===== config.mk =====
export PLATFORM = sky130hd
export DESIGN_NAME = apc_front
export DESIGN_NICKNAME = d
export VERILOG_FILES = /design/src/rtl/apc_front.sv
export SDC_FILE = /design/constraint.sdc
export NUM_CORES = 2
export LEC_CHECK = 0
export ABC_CLOCK_PERIOD_IN_PS = 11400
export BUFFER_PORTS_ARGS = -buffer_cell sky130_fd_sc_hd__buf_2
export CAP_MARGIN = 20
export CORE_MARGIN = 3
export CORE_UTILIZATION = 50
export CTS_CLUSTER_DIAMETER = 150
export DETAILED_ROUTE_END_ITERATION = 6
export PLACE_DENSITY_LB_ADDON = 0.08
export SLEW_MARGIN = 20
export SYNTH_ARGS = -nofsm -noshare
export SYNTH_HDL_FRONTEND = slang
export SYNTH_SLANG_ARGS = --single-unit

===== constraint.sdc =====
create_clock -name clock -period 11.4 [get_ports clock]
set_input_delay 1.14 -clock clock [delete_from_list [all_inputs] [get_ports clock]]
set_output_delay 1.14 -clock clock [all_outputs]
set_load 0.03 [all_outputs]

===== src/rtl/apc_front.sv =====
// Module: front stage, squares and products of each pair, into a two-entry queue.
`timescale 1ns / 1ps
`default_nettype none
module apc_front #(
   parameter int ELEM_BITS = 16
) (
   input  wire logic                        clock,
   input  wire logic                        reset,
   input  wire logic                        in_valid,
   output logic                             in_ready,
   input  wire logic                        in_kind,
   input  wire logic signed [ELEM_BITS-1:0] in_a,
   input  wire logic signed [ELEM_BITS-1:0] in_b,
   input  wire logic                        in_last,
   output logic                             q_valid,
   input  wire logic                        q_ready,
   output logic                             q_kind,
   output logic signed [ELEM_BITS-1:0]      q_a,
   output logic signed [ELEM_BITS-1:0]      q_b,
   output logic                             q_last,
   output logic signed [2*ELEM_BITS-1:0]    q_ab,
   output logic signed [2*ELEM_BITS-1:0]    q_aa,
   output logic signed [2*ELEM_BITS-1:0]    q_bb
);
   localparam int PW = 2*ELEM_BITS;
   typedef struct packed {
      logic                 kind;
      logic signed [ELEM_BITS-1:0] a;
      logic signed [ELEM_BITS-1:0] b;
      logic                 last;
      logic signed [PW-1:0] ab;
      logic signed [PW-1:0] aa;
      logic signed [PW-1:0] bb;
   } entry_type;

   entry_type ent_ff [2];
   entry_type ent_in;
   logic [1:0] cnt_ff, cnt_in;
   logic       rd_ff, rd_in, wr_ff, wr_in;
   logic       push, pop;

   assign in_ready = (cnt_ff != 2'd2);
   assign push     = in_valid && in_ready;
   assign q_valid  = (cnt_ff != 2'd0);
   assign pop      = q_valid && q_ready;

   always_comb begin
      ent_in.kind = in_kind;
      ent_in.a    = in_a;
      ent_in.b    = in_b;
      ent_in.last = in_last;
      ent_in.ab   = in_a * in_b;
      ent_in.aa   = in_a * in_a;
      ent_in.bb   = in_b * in_b;
      cnt_in = cnt_ff + {1'b0, push} - {1'b0, pop};
      rd_in  = pop  ? ~rd_ff : rd_ff;
      wr_in  = push ? ~wr_ff : wr_ff;
   end

   always_ff @(posedge clock) begin
      if (reset) begin
         cnt_ff <= 2'd0;
         rd_ff  <= 1'b0;
         wr_ff  <= 1'b0;
      end else begin
         cnt_ff <= cnt_in;
         rd_ff  <= rd_in;
         wr_ff  <= wr_in;
      end
      if (push) ent_ff[wr_ff] <= ent_in;
   end

   assign q_kind = ent_ff[rd_ff].kind;
   assign q_a    = ent_ff[rd_ff].a;
   assign q_b    = ent_ff[rd_ff].b;
   assign q_last = ent_ff[rd_ff].last;
   assign q_ab   = ent_ff[rd_ff].ab;
   assign q_aa   = ent_ff[rd_ff].aa;
   assign q_bb   = ent_ff[rd_ff].bb;
endmodule
`default_nettype wire


==> metrics <==
Num CTS Buffers 31; status completed; Layout area overhead 7.08%; Vias/cell 5.17; most frequent cells in the layout inv_1, fa_1, nand2_1, ha_1, edfxtp_1; crit-path max FO 32; CTS Sinks 257; Critical Path Slowest Stage Cell fa_1; final instance count without filler cells 4622; detailed placement HPWL 60.3 mm; Worst R2R Start cnt_ff[0]; RSZ-0062 raised after global routing no; Primary FF master, synth edfxtp_1; syn avg cell area 10.5 um2; PortBufs 167; register area share after synthesis 0.206; Final setup violation count 0; first-pass GRT wire length 136 mm; total negative setup slack 0 ps; Synth Cell Area 37300 um2; Final #Nets 4673; post-synthesis cell type count 76; CP required 11720 ps; hold_buf cts 0; # IOs 170; CTS tree yes; Die H 279 um; mux contribution to synthesized area 0.0391; number of remaining DRC errors 0; antenna-violating nets left 0; fmax 125 MHz; Clk Tree Root Cell clkbuf_16; Fin. Hold Viols 0; Clock transition at path regs 60 ps; Critical Path End Type flop; initial antenna violation count 2; Yosys warning total 0; Worst Path Buf+Inv 4; GRT Total Usage 0.217; Slew headroom 0.393; async set-reset flop share out of synthesis 0; min Tclk post-route 8010 ps; die width 279 um; cts repair resizes 0; fin crit share 0.703; CP Class in2reg; fraction of the mapped netlist area in adder cells 0.482; Yosys reg bits 257; max_cap viols 0; vias in the first global route 27100; max-slew violation count 0; clock latency on the worst-skew pair 620 ps; R2R setup slack 8970 ps; filler instances 6569; Post-Route Skew 27.7 ps; crit-path cells buf_2 -> inv_1 -> nor2_1 -> fa_1 -> fa_1 -> fa_1 -> fa_1 -> fa_1 -> inv_1 -> fa_1 -> inv_1 -> ha_1 -> a21oi_1 -> o21ai_0 -> nor4_1 -> o211ai_1 -> nand3b_1 -> a31oi_1 -> mux2i_1 -> o311ai_0; crit-path most repeated cell fa_1; First-pass DRT Iterations 5; Routed wire per std cell 17.2 um; vias 23900; Synth Area in Compound Gates 0.0436; crit path from in_a[15]; final WL 79.3 mm; DRT iter0 DRCs 1140; Critical Path AT 8330 ps; DIE AREA 77900 um2; CTS H-tree depth 1; pin count of the biggest net entering global routing 63; share of cells above drive strength 1 0.108; CTS max path bufs 3; Core ar. 73500 um2; worst hold path type reg2reg; most common cell after layout, fill and taps aside inv_1; WHS 525 ps; Hold Startpoint rd_ff; Synth Area in Simple Gates 0.0924; Initial Util 0.508; critical path startpoint category input pin; Post-Syn Instances 3543; placed cells 4563; setup bufs post-CTS 0; Synth Area in XOR/XNOR 0.0291; Post-synth EDFFs 252; GPL Wtd Cong 0.897; GRT overflow 0; Rows 99; Crit path max-delay family adder cells; Worst-Margin Slew 910 ps; largest family of logic cells by synthesized area adder cells; Largest stage delay, worst path 910 ps
[worst register-to-register path: stages, from the launching register on]
cell      delay, ps
dfxtp_1         340
nand2b_1        140
nand2_1         150
nor2_4          540
buf_4           770
[path summary, 6_finish.rpt]
path | end | depth (start not counted)
worst min-delay path | flop | 2
worst max-delay path | ent_ff[0][63] | 20
worst max register to register | ent_ff[0][27] | 4
worst min register to register | flop | 2
[cell usage after synthesis (3+ instances only)]
| cell | n | area, um2 |
|---|---|---|
| inv_1 | 936 | 3510 |
| fa_1 | 729 | 14600 |
| nand2_1 | 292 | 1100 |
| ha_1 | 269 | 3370 |
| edfxtp_1 | 252 | 7570 |
| and2_1 | 186 | 1160 |
| nor2_1 | 152 | 571 |
| mux2_2 | 126 | 1420 |
| clkbuf_1 | 118 | 443 |
| xnor2_1 | 102 | 893 |
| a21oi_1 | 62 | 310 |
| o21ai_0 | 39 | 195 |
| a21o_1 | 22 | 165 |
| xor2_1 | 22 | 193 |
| nor3_1 | 18 | 90.1 |
| nand2b_1 | 17 | 106 |
| a211oi_1 | 16 | 120 |
| nand3_1 | 15 | 75.1 |
| o21bai_1 | 14 | 105 |
| a31o_2 | 11 | 96.3 |
| nor2b_1 | 10 | 62.6 |
| o211ai_1 | 9 | 67.6 |
| o21a_1 | 9 | 67.6 |
| a31oi_1 | 8 | 50.1 |
| nand4_1 | 8 | 50.1 |
| and3_1 | 6 | 37.5 |
| or2_2 | 6 | 37.5 |
| dfxtp_1 | 5 | 100 |
| a21boi_0 | 4 | 30.0 |
| buf_4 | 4 | 30.0 |
| clkinv_1 | 4 | 15.0 |
| mux2i_1 | 4 | 40.0 |
| nor4_1 | 4 | 25.0 |
| o21ai_1 | 4 | 20.0 |
| o41ai_1 | 4 | 35.0 |
| buf_1 | 3 | 11.3 |
| nand3b_1 | 3 | 22.5 |
| o41ai_2 | 3 | 48.8 |
[state kept, by name, summed over array words and instances, names as in the netlist, named ones only]
name and count:
rd_ff 1, wr_ff 1, ent_ff 252, cnt_ff 2
[cells by family (layout without fill, tap and decap cells)]
family | Yosys count | in the layout
flip-flops | 257 | 257
adder cells (fa/ha/maj) | 998 | 998
AND/OR/NAND/NOR | 729 | 729
XOR/XNOR | 124 | 124
AO/OA/AOI/OAI | 237 | 237
multiplexers | 130 | 130
buffers and inverters | 1067 | 1185
other | 1 | 3
[through the flow]
| stage | worst slack (ps) | utilization | cell area, um2 |
|---|---|---|---|
| after global routing | 3100 | 0.544 | 39900 |
| after floorplan | 4260 | - | 37300 |
| final | 3390 | 0.544 | 39900 |
| after CTS | 3490 | 0.544 | 39900 |
| after global placement | 3110 | 0.531 | 39000 |
| after detailed placement | 2850 | 0.531 | 39000 |
[per-layer routing]
| layer | vias to the layer above | routed length [um] | share of wire | track usage |
|---|---|---|---|---|
| met1 | 12500 | 32800 | 0.41 | 0.285 |
| met5 | - | 0 | 0 | 0 |
| met2 | 473 | 41000 | 0.52 | 0.387 |
| met3 | 82 | 3620 | 0.046 | 0.0244 |
| li1 | 10900 | - | - | - |
| met4 | 0 | 1850 | 0.023 | 0.0479 |
[final cells by class]
cell class                      count  area (um2)  area share
Multi-Input combinational cell   2220       25600       0.641
Sequential cell                   257        7670       0.192
Inverter                          940        3530      0.0883
Tap cell                          959        1200      0.0300
Timing Repair Buffer              187         986      0.0247
Clock buffer                       38         802      0.0201
Clock inverter                     20         151     0.00379
Antenna cell                        1        2.50   0.0000627
Power is left out: the tool's default activity adds up to more than one toggle a clock period on the data nets, which glitch-free logic cannot reach.
