--- config.mk ---
export PLATFORM = sky130hd
export DESIGN_NAME = apc_back
export DESIGN_NICKNAME = d
export VERILOG_FILES = /design/src/rtl/apc_pkg.sv /design/src/rtl/apc_divider.sv /design/src/rtl/apc_back.sv
export SDC_FILE = /design/constraint.sdc
export NUM_CORES = 2
export LEC_CHECK = 0
export ABC_AREA = 1
export BUFFER_PORTS_ARGS = -buffer_cell sky130_fd_sc_hd__buf_2
export CAP_MARGIN = 20
export CORE_UTILIZATION = 50
export DETAILED_ROUTE_END_ITERATION = 12
export GPL_TIMING_DRIVEN = 1
export PLACE_DENSITY = 0.7
export RECOVER_POWER = 50
export SETUP_SLACK_MARGIN = 0.2
export SYNTH_ARGS = -nofsm -noshare
export SYNTH_HDL_FRONTEND = slang
export SYNTH_SLANG_ARGS = --single-unit
--- constraint.sdc ---
create_clock -name clock -period 10.4 [get_ports clock]
set_input_delay 2.08 -clock clock [delete_from_list [all_inputs] [get_ports clock]]
set_output_delay 2.08 -clock clock [all_outputs]
set_load 0.05 [all_outputs]
--- src/rtl/apc_pkg.sv ---
// Package: shared types and constants for the pairwise combine block.
`timescale 1ns / 1ps
`default_nettype none
package apc_pkg;
   localparam int SUM_W  = 48;
   localparam int COEF_W = 32;
   localparam int FRAC_C = 24;
   localparam int FLOOR_W = 16;
   localparam logic signed [COEF_W-1:0] COEF_ONE = 32'sh0100_0000;

   typedef enum logic {
      REQ_STATS = 1'b0,
      REQ_APPLY = 1'b1
   } req_kind_type;

   typedef enum logic {
      KIND_REPORT  = 1'b0,
      KIND_ELEMENT = 1'b1
   } rsp_kind_type;

   typedef enum logic [1:0] {
      BK_IDLE,
      BK_DIV,
      BK_REPORT
   } back_state_type;
endpackage
`default_nettype wire

--- src/rtl/apc_divider.sv ---
// Module: restoring divider for one coefficient, one quotient bit per cycle.
`timescale 1ns / 1ps
`default_nettype none
module apc_divider (
   input  wire logic                             clock,
   input  wire logic                             reset,
   input  wire logic                             start,
   input  wire logic signed [apc_pkg::SUM_W-1:0] dot,
   input  wire logic signed [apc_pkg::SUM_W-1:0] norm,
   input  wire logic [apc_pkg::FLOOR_W-1:0]      floor_val,
   output logic                                  done,
   output logic signed [apc_pkg::COEF_W-1:0]     coef
);
   // quotient = |dot|*2^23/norm; 34 quotient bits cover the saturating range
   localparam int SW = apc_pkg::SUM_W;
   localparam int QB = 34;
   localparam int NW = SW + 23;
   logic [NW-1:0]  num_ff, num_in;
   logic [SW:0]    rem_ff, rem_in;
   logic [SW-1:0]  den_ff, den_in;
   logic [QB-1:0]  q_ff, q_in;
   logic [6:0]     step_ff, step_in;
   logic           busy_ff, busy_in, neg_ff, neg_in, bypass_ff, bypass_in;
   logic           done_ff, done_in;
   logic [SW:0]    trial;
   logic [SW-1:0]  mag;
   logic signed [QB+1:0] wide;

   always_comb begin
      mag = dot[SW-1] ? SW'(-dot) : SW'(dot);
      num_in = num_ff; rem_in = rem_ff; den_in = den_ff; q_in = q_ff;
      step_in = step_ff; busy_in = busy_ff; neg_in = neg_ff;
      bypass_in = bypass_ff; done_in = 1'b0;
      trial = {rem_ff[SW-1:0], num_ff[NW-1]} - {1'b0, den_ff};
      if (start) begin
         num_in = {mag, 23'd0};
         rem_in = '0;
         den_in = SW'(norm);
         q_in = '0;
         neg_in = dot[SW-1];
         bypass_in = (norm[SW-1] || norm == '0 || norm < SW'(floor_val));
         step_in = 7'(NW);
         busy_in = 1'b1;
      end else if (busy_ff) begin
         if (bypass_ff || step_ff == 7'd0) begin
            busy_in = 1'b0;
            done_in = 1'b1;
         end else begin
            num_in = num_ff << 1;
            if (!trial[SW]) begin
               rem_in = trial;
               q_in   = {q_ff[QB-2:0], 1'b1};
            end else begin
               rem_in = {rem_ff[SW-1:0], num_ff[NW-1]};
               q_in   = {q_ff[QB-2:0], 1'b0};
            end
            // quotient beyond QB bits only saturates further; pin it
            if (q_ff[QB-1]) q_in = {1'b1, {(QB-1){1'b0}}};
            step_in = step_ff - 7'd1;
         end
      end
      wide = neg_ff ? (QB+2)'(apc_pkg::COEF_ONE) + $signed({2'b00, q_ff})
                    : (QB+2)'(apc_pkg::COEF_ONE) - $signed({2'b00, q_ff});
   end

   always_ff @(posedge clock) begin
      if (reset) begin
         busy_ff <= 1'b0;
         done_ff <= 1'b0;
      end else begin
         busy_ff <= busy_in;
         done_ff <= done_in;
      end
      num_ff <= num_in; rem_ff <= rem_in; den_ff <= den_in; q_ff <= q_in;
      step_ff <= step_in; neg_ff <= neg_in; bypass_ff <= bypass_in;
   end

   always_comb begin
      if (bypass_ff) coef = apc_pkg::COEF_ONE;
      else if (wide > (QB+2)'(64'sh7FFF_FFFF)) coef = 32'sh7FFF_FFFF;
      else if (wide < -(QB+2)'(64'sh8000_0000)) coef = -32'sh8000_0000;
      else coef = wide[apc_pkg::COEF_W-1:0];
   end
   assign done = done_ff;
endmodule
`default_nettype wire

--- src/rtl/apc_back.sv ---
// Module: back stage, accumulates sums, runs dividers, forms combined elements.
`timescale 1ns / 1ps
`default_nettype none
module apc_back #(
   parameter int ELEM_BITS = 16
) (
   input  wire logic                         clock,
   input  wire logic                         reset,
   input  wire logic [apc_pkg::FLOOR_W-1:0]  norm_floor,
   input  wire logic                         q_valid,
   output logic                              q_ready,
   input  wire logic                         q_kind,
   input  wire logic signed [ELEM_BITS-1:0]  q_a,
   input  wire logic signed [ELEM_BITS-1:0]  q_b,
   input  wire logic                         q_last,
   input  wire logic signed [2*ELEM_BITS-1:0] q_ab,
   input  wire logic signed [2*ELEM_BITS-1:0] q_aa,
   input  wire logic signed [2*ELEM_BITS-1:0] q_bb,
   output logic                              out_valid,
   input  wire logic                         out_ready,
   output logic                              out_kind,
   output logic signed [ELEM_BITS-1:0]       out_value,
   output logic signed [apc_pkg::COEF_W-1:0] out_ca,
   output logic signed [apc_pkg::COEF_W-1:0] out_cb,
   output logic                              out_last
);
   localparam int SW = apc_pkg::SUM_W;
   localparam int CW = apc_pkg::COEF_W;
   localparam int PW = CW + ELEM_BITS;
   localparam logic signed [SW:0] SMAX = (SW+1)'({1'b0, {(SW-1){1'b1}}});
   localparam logic signed [SW:0] SMIN = -SMAX - (SW+1)'(1);
   localparam logic signed [PW+1:0] EMAX = (PW+2)'(2**(ELEM_BITS-1) - 1);

   apc_pkg::back_state_type st_ff, st_in;
   logic signed [SW-1:0] dot_ff, dot_in, aa_ff, aa_in, bb_ff, bb_in;
   logic signed [CW-1:0] ca_ff, ca_in, cb_ff, cb_in;
   logic signed [CW-1:0] mca_ff, mca_in, mcb_ff, mcb_in, oca_ff, oca_in, ocb_ff, ocb_in;
   logic signed [PW-1:0] p1_ff, p1_in, p2_ff, p2_in;
   logic                 mv_ff, mv_in, ml_ff, ml_in;
   logic                 ov_ff, ov_in, ok_ff, ok_in, ol_ff, ol_in;
   logic signed [ELEM_BITS-1:0] oval_ff, oval_in;
   logic                 div_start, da_done, db_done, dad_ff, dad_in, dbd_ff, dbd_in;
   logic signed [CW-1:0] div_ca, div_cb;
   logic                 take, stage_free, out_free;
   logic signed [PW+1:0] sum;
   logic signed [ELEM_BITS-1:0] sat;
   logic                 go_ff;

   function automatic logic signed [SW-1:0] sat_add(logic signed [SW-1:0] s,
                                                   logic signed [2*ELEM_BITS-1:0] p);
      logic signed [SW:0] t;
      t = (SW+1)'(s) + (SW+1)'(p);
      if (t > SMAX) return SMAX[SW-1:0];
      if (t < SMIN) return SMIN[SW-1:0];
      return t[SW-1:0];
   endfunction

   apc_divider u_div_a (.clock, .reset, .start(div_start), .dot(dot_ff), .norm(aa_ff),
      .floor_val(norm_floor), .done(da_done), .coef(div_ca));
   apc_divider u_div_b (.clock, .reset, .start(div_start), .dot(dot_ff), .norm(bb_ff),
      .floor_val(norm_floor), .done(db_done), .coef(div_cb));

   // product stage, then rounding into the output register at the end
   assign out_free   = !ov_ff || out_ready;
   assign stage_free = !mv_ff || out_free;

   always_comb begin
      sum = (PW+2)'(p1_ff) + (PW+2)'(p2_ff) + (PW+2)'(2**(apc_pkg::FRAC_C-1));
      sum = sum >>> apc_pkg::FRAC_C;
      if (sum > EMAX) sat = EMAX[ELEM_BITS-1:0];
      else if (sum < -EMAX - (PW+2)'(1)) sat = -EMAX[ELEM_BITS-1:0] - ELEM_BITS'(1);
      else sat = sum[ELEM_BITS-1:0];
   end

   always_comb begin
      st_in = st_ff; dot_in = dot_ff; aa_in = aa_ff; bb_in = bb_ff;
      ca_in = ca_ff; cb_in = cb_ff; dad_in = dad_ff; dbd_in = dbd_ff;
      p1_in = p1_ff; p2_in = p2_ff; mv_in = mv_ff; ml_in = ml_ff;
      ov_in = ov_ff; ok_in = ok_ff; ol_in = ol_ff; oval_in = oval_ff;
      mca_in = mca_ff; mcb_in = mcb_ff; oca_in = oca_ff; ocb_in = ocb_ff;
      take = 1'b0; q_ready = 1'b0;
      if (ov_ff && out_ready) ov_in = 1'b0;
      if (mv_ff && out_free) begin
         mv_in = 1'b0; ov_in = 1'b1; ok_in = apc_pkg::KIND_ELEMENT;
         oval_in = sat; ol_in = ml_ff;
         oca_in = mca_ff; ocb_in = mcb_ff;
      end
      case (st_ff)
         apc_pkg::BK_IDLE: begin
            q_ready = stage_free;
            take = q_valid && q_ready;
            if (take && q_kind == apc_pkg::REQ_APPLY) begin
               p1_in = ca_ff * q_a; p2_in = cb_ff * q_b;
               mca_in = ca_ff; mcb_in = cb_ff;
               mv_in = 1'b1; ml_in = q_last;
            end else if (take) begin
               dot_in = sat_add(dot_ff, q_ab);
               aa_in  = sat_add(aa_ff, q_aa);
               bb_in  = sat_add(bb_ff, q_bb);
               if (q_last) st_in = apc_pkg::BK_DIV;
            end
            if (take && q_kind == apc_pkg::REQ_STATS && q_last) begin
               dad_in = 1'b0; dbd_in = 1'b0;
            end
         end
         apc_pkg::BK_DIV: begin
            if (da_done) begin dad_in = 1'b1; ca_in = div_ca; end
            if (db_done) begin dbd_in = 1'b1; cb_in = div_cb; end
            if (dad_in && dbd_in) st_in = apc_pkg::BK_REPORT;
         end
         apc_pkg::BK_REPORT: begin
            if (!mv_ff && out_free && !(mv_ff)) begin
               ov_in = 1'b1; ok_in = apc_pkg::KIND_REPORT; oval_in = '0; ol_in = 1'b1;
               oca_in = ca_ff; ocb_in = cb_ff;
               dot_in = '0; aa_in = '0; bb_in = '0;
               st_in = apc_pkg::BK_IDLE;
            end
         end
         default: st_in = apc_pkg::BK_IDLE;
      endcase
   end

   // start dividers once the last statistics beat is taken, in the cycle the settled sums first appear
   always_ff @(posedge clock) begin
      if (reset) begin
         st_ff <= apc_pkg::BK_IDLE;
         dot_ff <= '0; aa_ff <= '0; bb_ff <= '0;
         ca_ff <= apc_pkg::COEF_ONE; cb_ff <= apc_pkg::COEF_ONE;
         mv_ff <= 1'b0; ov_ff <= 1'b0; go_ff <= 1'b0;
         dad_ff <= 1'b0; dbd_ff <= 1'b0;
      end else begin
         st_ff <= st_in;
         dot_ff <= dot_in; aa_ff <= aa_in; bb_ff <= bb_in;
         ca_ff <= ca_in; cb_ff <= cb_in;
         mv_ff <= mv_in; ov_ff <= ov_in;
         go_ff <= (st_ff == apc_pkg::BK_IDLE) && (st_in == apc_pkg::BK_DIV);
         dad_ff <= dad_in; dbd_ff <= dbd_in;
      end
      p1_ff <= p1_in; p2_ff <= p2_in; ml_ff <= ml_in;
      mca_ff <= mca_in; mcb_ff <= mcb_in; oca_ff <= oca_in; ocb_ff <= ocb_in;
      ok_ff <= ok_in; ol_ff <= ol_in; oval_ff <= oval_in;
   end
   assign div_start = go_ff;

   assign out_valid = ov_ff;
   assign out_kind  = ok_ff;
   assign out_value = oval_ff;
   assign out_ca    = oca_ff;
   assign out_cb    = ocb_ff;
   assign out_last  = ol_ff;
endmodule
`default_nettype wire

==> impl_metrics.py <==
metrics = {
    "worst_hold_path": {
        "hp-class": "register to register",
        "min-delay-start": "cb_ff[2]",
        "holdPathEnd": "mcb_ff[2]",
        "whs_path_depth": 0,
    },
    "clocking": {
        "cts_max_level": 3,
        "cts_resized": 0,
        "worstSkewPairLatency_ns": 0.74,
        "post_cts_buffers": 0,
        "cts_tree": "built",
        "path_clk_slew_ns": 0.06,
        "numCtsBuffers": 94,
        "clockRootBuffer": "clkbuf_16",
        "cts.path.max_buffers": 3,
        "holdBufCountCts": 0,
        "cts_sinks": 835,
    },
    "synth": {
        "synth_edf_count": 357,
        "synth_cells": 12500,
        "synth-simple-area-share": 0.220,
        "yosys_warnings": 0,
        "synth-seq-cells": 835,
        "synth_area_um2": 92200,
        "synth-async-reset-ratio": 0,
        "synth_mux_area_frac": 0,
        "synth_compound_area_frac": 0.104,
        "yosysUniqueCellTypes": 67,
        "synthFlopType": "dfxtp_1",
        "synth-xor-area-share": 0.0377,
        "synth_top_family_by_area": "adder cells",
        "synth_nets": 14300,
        "syn_avg_cell_area_um2": 7.35,
        "synth_fa_ha_area_frac": 0.294,
        "ys_seq_area_frac": 0.220,
    },
    "run_status": {
        "status": "complete, but fails checks",
        "violations": "max-capacitance violations, max-slew violations",
    },
    "sta": {
        "setup_viol": 0,
        "period_needed_ns": 8.87,
        "worst_slew_pin_slew_ns": 7.06,
        "relSlewSlack": -3.71,
        "timing.final.ws_setup_ns": 1.53,
        "max_freq_ghz": 0.113,
        "rsz0062_at_grt": "false",
        "tns_ns": 0,
        "skew_ns": 0.0556,
        "fin_crit_sh": 0.853,
        "slew_viol_final": 1066,
        "hold_violations": 0,
    },
    "setup_path": {
        "end_kind": "register",
        "worstSetupPathType": "primary input to register",
        "cp.required_ns": 10.86,
        "crit_family": "adder cells",
        "cp_data_arrival_time_ns": 9.33,
        "r2r_end": "u_div_a.q_ff[20]",
        "setup.worst_path.start_class": "primary input",
        "cpMaxStageDelayCell": "clkbuf_1",
        "crit_chain": "clkbuf_1 > nand2_1 > fa_1 > fa_1 > fa_1 > inv_1 > fa_1 > fa_1 > inv_1 > fa_1 > inv_1 > ha_1 > a21oi_1 > inv_1 > nor2_1 > nand2_1 > a21oi_1 > o21ai_0 > nand2_1 > nand2_1 > nand2_1 > nand2_1 > nand2_1 > nand2_1",
        "path_common_cell": "nand2_1",
        "worst-path-buf-inv": 5,
        "path_max_fanout": 32,
        "r2r_setup_slack_ns": 2.91,
        "r2r_cells": 6,
        "r2r-start": "div_start",
        "max_stage_delay_ns": 1.49,
    },
    "drt": {
        "drc_errors": 0,
        "ant_nets": 0,
        "vias": 80900,
        "drt-wirelength-per-cell_um": 18.4,
        "drtIter0Drc": 6283,
        "drt_first_pass_iters": 8,
        "drt-total-wl_um": 277000,
        "via_per_inst": 5.36,
    },
    "cells_and_area": {
        "final_area_um2": 98500,
        "seqCellArea_um2": 20300,
        "drive_gt1_frac": 0.0448,
        "multi_input_area_um2": 60400,
        "fillCellCount": 18000,
        "nNetsFinal": 14300,
        "syn2layout_area_growth_pct": 6.79,
    },
    "placed_design": {
        "place_ws_ns": 1.72,
        "finalWeightedCongestion": 0.989,
        "port_buffers": 233,
        "dpl_cell_area_um2": 95400,
        "dpl.hpwl_um": 219000,
    },
    "global_routing": {
        "antenna_found_initial": 0,
        "overflow": 0,
        "grt_use_total": 0.298,
        "grt_pass1_vias": 81300,
        "grt_pass1_wl_um": 440000,
        "grt_max_degree": 139,
    },
    "power": {
        "seqPwrFrac": 0.352,
        "pwr-share-comb": 0.336,
        "power_density_nw_per_um2": 117,
        "internal_power_w": 0.00700,
        "vdd_drop_max_mv": 0.136,
        "p_leak_nw": 50.5,
        "sw_frac_of_total": 0.391,
        "clkPwrFrac": 0.311,
        "power.switching_w": 0.00448,
    },
    "die": {
        "num_rows": 157,
        "io_pins": 234,
        "start_util": 0.504,
        "fp.dieW_um": 431,
        "die_area_um2": 186000,
        "die_h_um": 431,
        "core_area_um2": 183000,
    },
    "flow_run": {
        "maxCapViolCount": 27,
    },
}
==> metal layers <==
layer | up-vias | track usage | share of wire
li1 | 38700 | - | -
met1 | 38800 | 0.386 | 0.42
met2 | 2768 | 0.497 | 0.47
met3 | 586 | 0.0342 | 0.062
met4 | 0 | 0.139 | 0.052
met5 | - | 0 | 0
==> cells in the final DEF (no fill, tap or decap), types with 12 or more instances in the layout <==
master,instances
nand2_1,3077
inv_1,2567
nor2_1,1222
fa_1,977
ha_1,605
a21oi_1,597
o21ai_0,581
dfxtp_1,478
nand3_1,360
edfxtp_1,357
xor2_1,260
buf_2,184
xnor2_1,137
clkbuf_1,112
clkbuf_16,97
nor3_1,95
nand4_1,81
o22ai_1,81
a31oi_1,67
o21ai_1,63
o211ai_1,58
nor4_1,54
a21o_1,52
nand2_2,48
o21bai_1,46
a21oi_2,38
o21a_1,35
buf_4,34
nor2_2,25
a21boi_0,18
inv_2,18
nand3b_1,13
inv_6,13
clkinv_2,12
bufinv_16,12
==> per-stage QoR <==
step / hold slack, ns / cells / util / total power (W)
2_1_floorplan: 0.406 / 12500 / - / 0.00678
3_3_place_gp: 0.436 / 14900 / 0.521 / 0.00788
3_5_place_dp: 0.437 / 14900 / 0.521 / 0.00792
4_1_cts: 0.436 / 15100 / 0.539 / 0.0115
5_1_grt: 0.464 / 15100 / 0.538 / 0.0121
6_report: 0.440 / 15100 / 0.538 / 0.0115
==> cell families (layout without fill, tap and decap cells) <==
logic type,count (synthesis),count (layout)
other,0,1
XOR/XNOR,397,397
flip-flops,835,835
buffers and inverters,3016,3090
AND/OR/NAND/NOR,5027,5027
adder cells (fa/ha/maj),1582,1582
AO/OA/AOI/OAI,1690,1690
==> power groups by stage <==
| stage | Combinational (W) | Clock [W] | Sequential [W] |
|---|---|---|---|
| final | 0.00386 | 0.00357 | 0.00404 |
| after global routing | 0.00429 | 0.00376 | 0.00406 |
| after floorplan | 0.00258 | 0 | 0.00420 |
| after global placement | 0.00379 | 0 | 0.00409 |
| after CTS | 0.00384 | 0.00364 | 0.00403 |
| after detailed placement | 0.00382 | 0 | 0.00410 |
==> final cells by class <==
class                   instances  share of cell area
multi-input cells            8696               0.614
flip-flops and latches        835               0.206
inverters                    2594              0.0990
well taps                    2464              0.0313
clock buffers                 118              0.0259
repair buffers                318              0.0164
clock inverters                60             0.00766
diodes                          1           0.0000254
==> worst max path at each step <==
stage | from | end | slack [ns] | cells after the start
after floorplan | out_ready | mca_ff[0] | 0.75 | 4
after global placement | q_a[1] | p1_ff[26] | 1.73 | 20
after detailed placement | q_a[15] | p1_ff[41] | 1.72 | 21
after CTS | q_b[6] | p2_ff[38] | 2.52 | 27
after global routing | q_b[2] | p2_ff[38] | 1.39 | 23
final | q_b[2] | p2_ff[38] | 1.53 | 24
==> cell usage after synthesis (10+ instances only) <==
library cell / number / area [µm²]
a31oi_1: 67 / 419
clkbuf_1: 356 / 1340
o21ai_0: 581 / 2910
xnor2_1: 137 / 1200
o211ai_1: 58 / 435
nand3b_1: 13 / 97.6
nand2_2: 48 / 300
nor2_1: 1226 / 4600
a21oi_1: 596 / 2980
fa_1: 977 / 19600
o22ai_1: 81 / 507
a21boi_0: 18 / 135
or2_2: 10 / 62.6
xor2_1: 260 / 2280
buf_1: 12 / 45.0
o31ai_1: 10 / 75.1
buf_4: 16 / 120
edfxtp_1: 357 / 10700
dfxtp_1: 478 / 9570
o21bai_1: 46 / 345
nand2_1: 3078 / 11600
nor2_2: 24 / 150
a211oi_1: 11 / 82.6
nor3_1: 96 / 480
nand4_1: 81 / 507
inv_2: 20 / 75.1
o21a_1: 35 / 263
o21ai_1: 63 / 315
ha_1: 605 / 7570
nor4_1: 54 / 338
a21oi_2: 39 / 342
buf_2: 28 / 140
nand3_1: 360 / 1800
a21o_1: 52 / 390
inv_1: 2567 / 9640
Note: power is estimated with default switching activity, not from simulation.
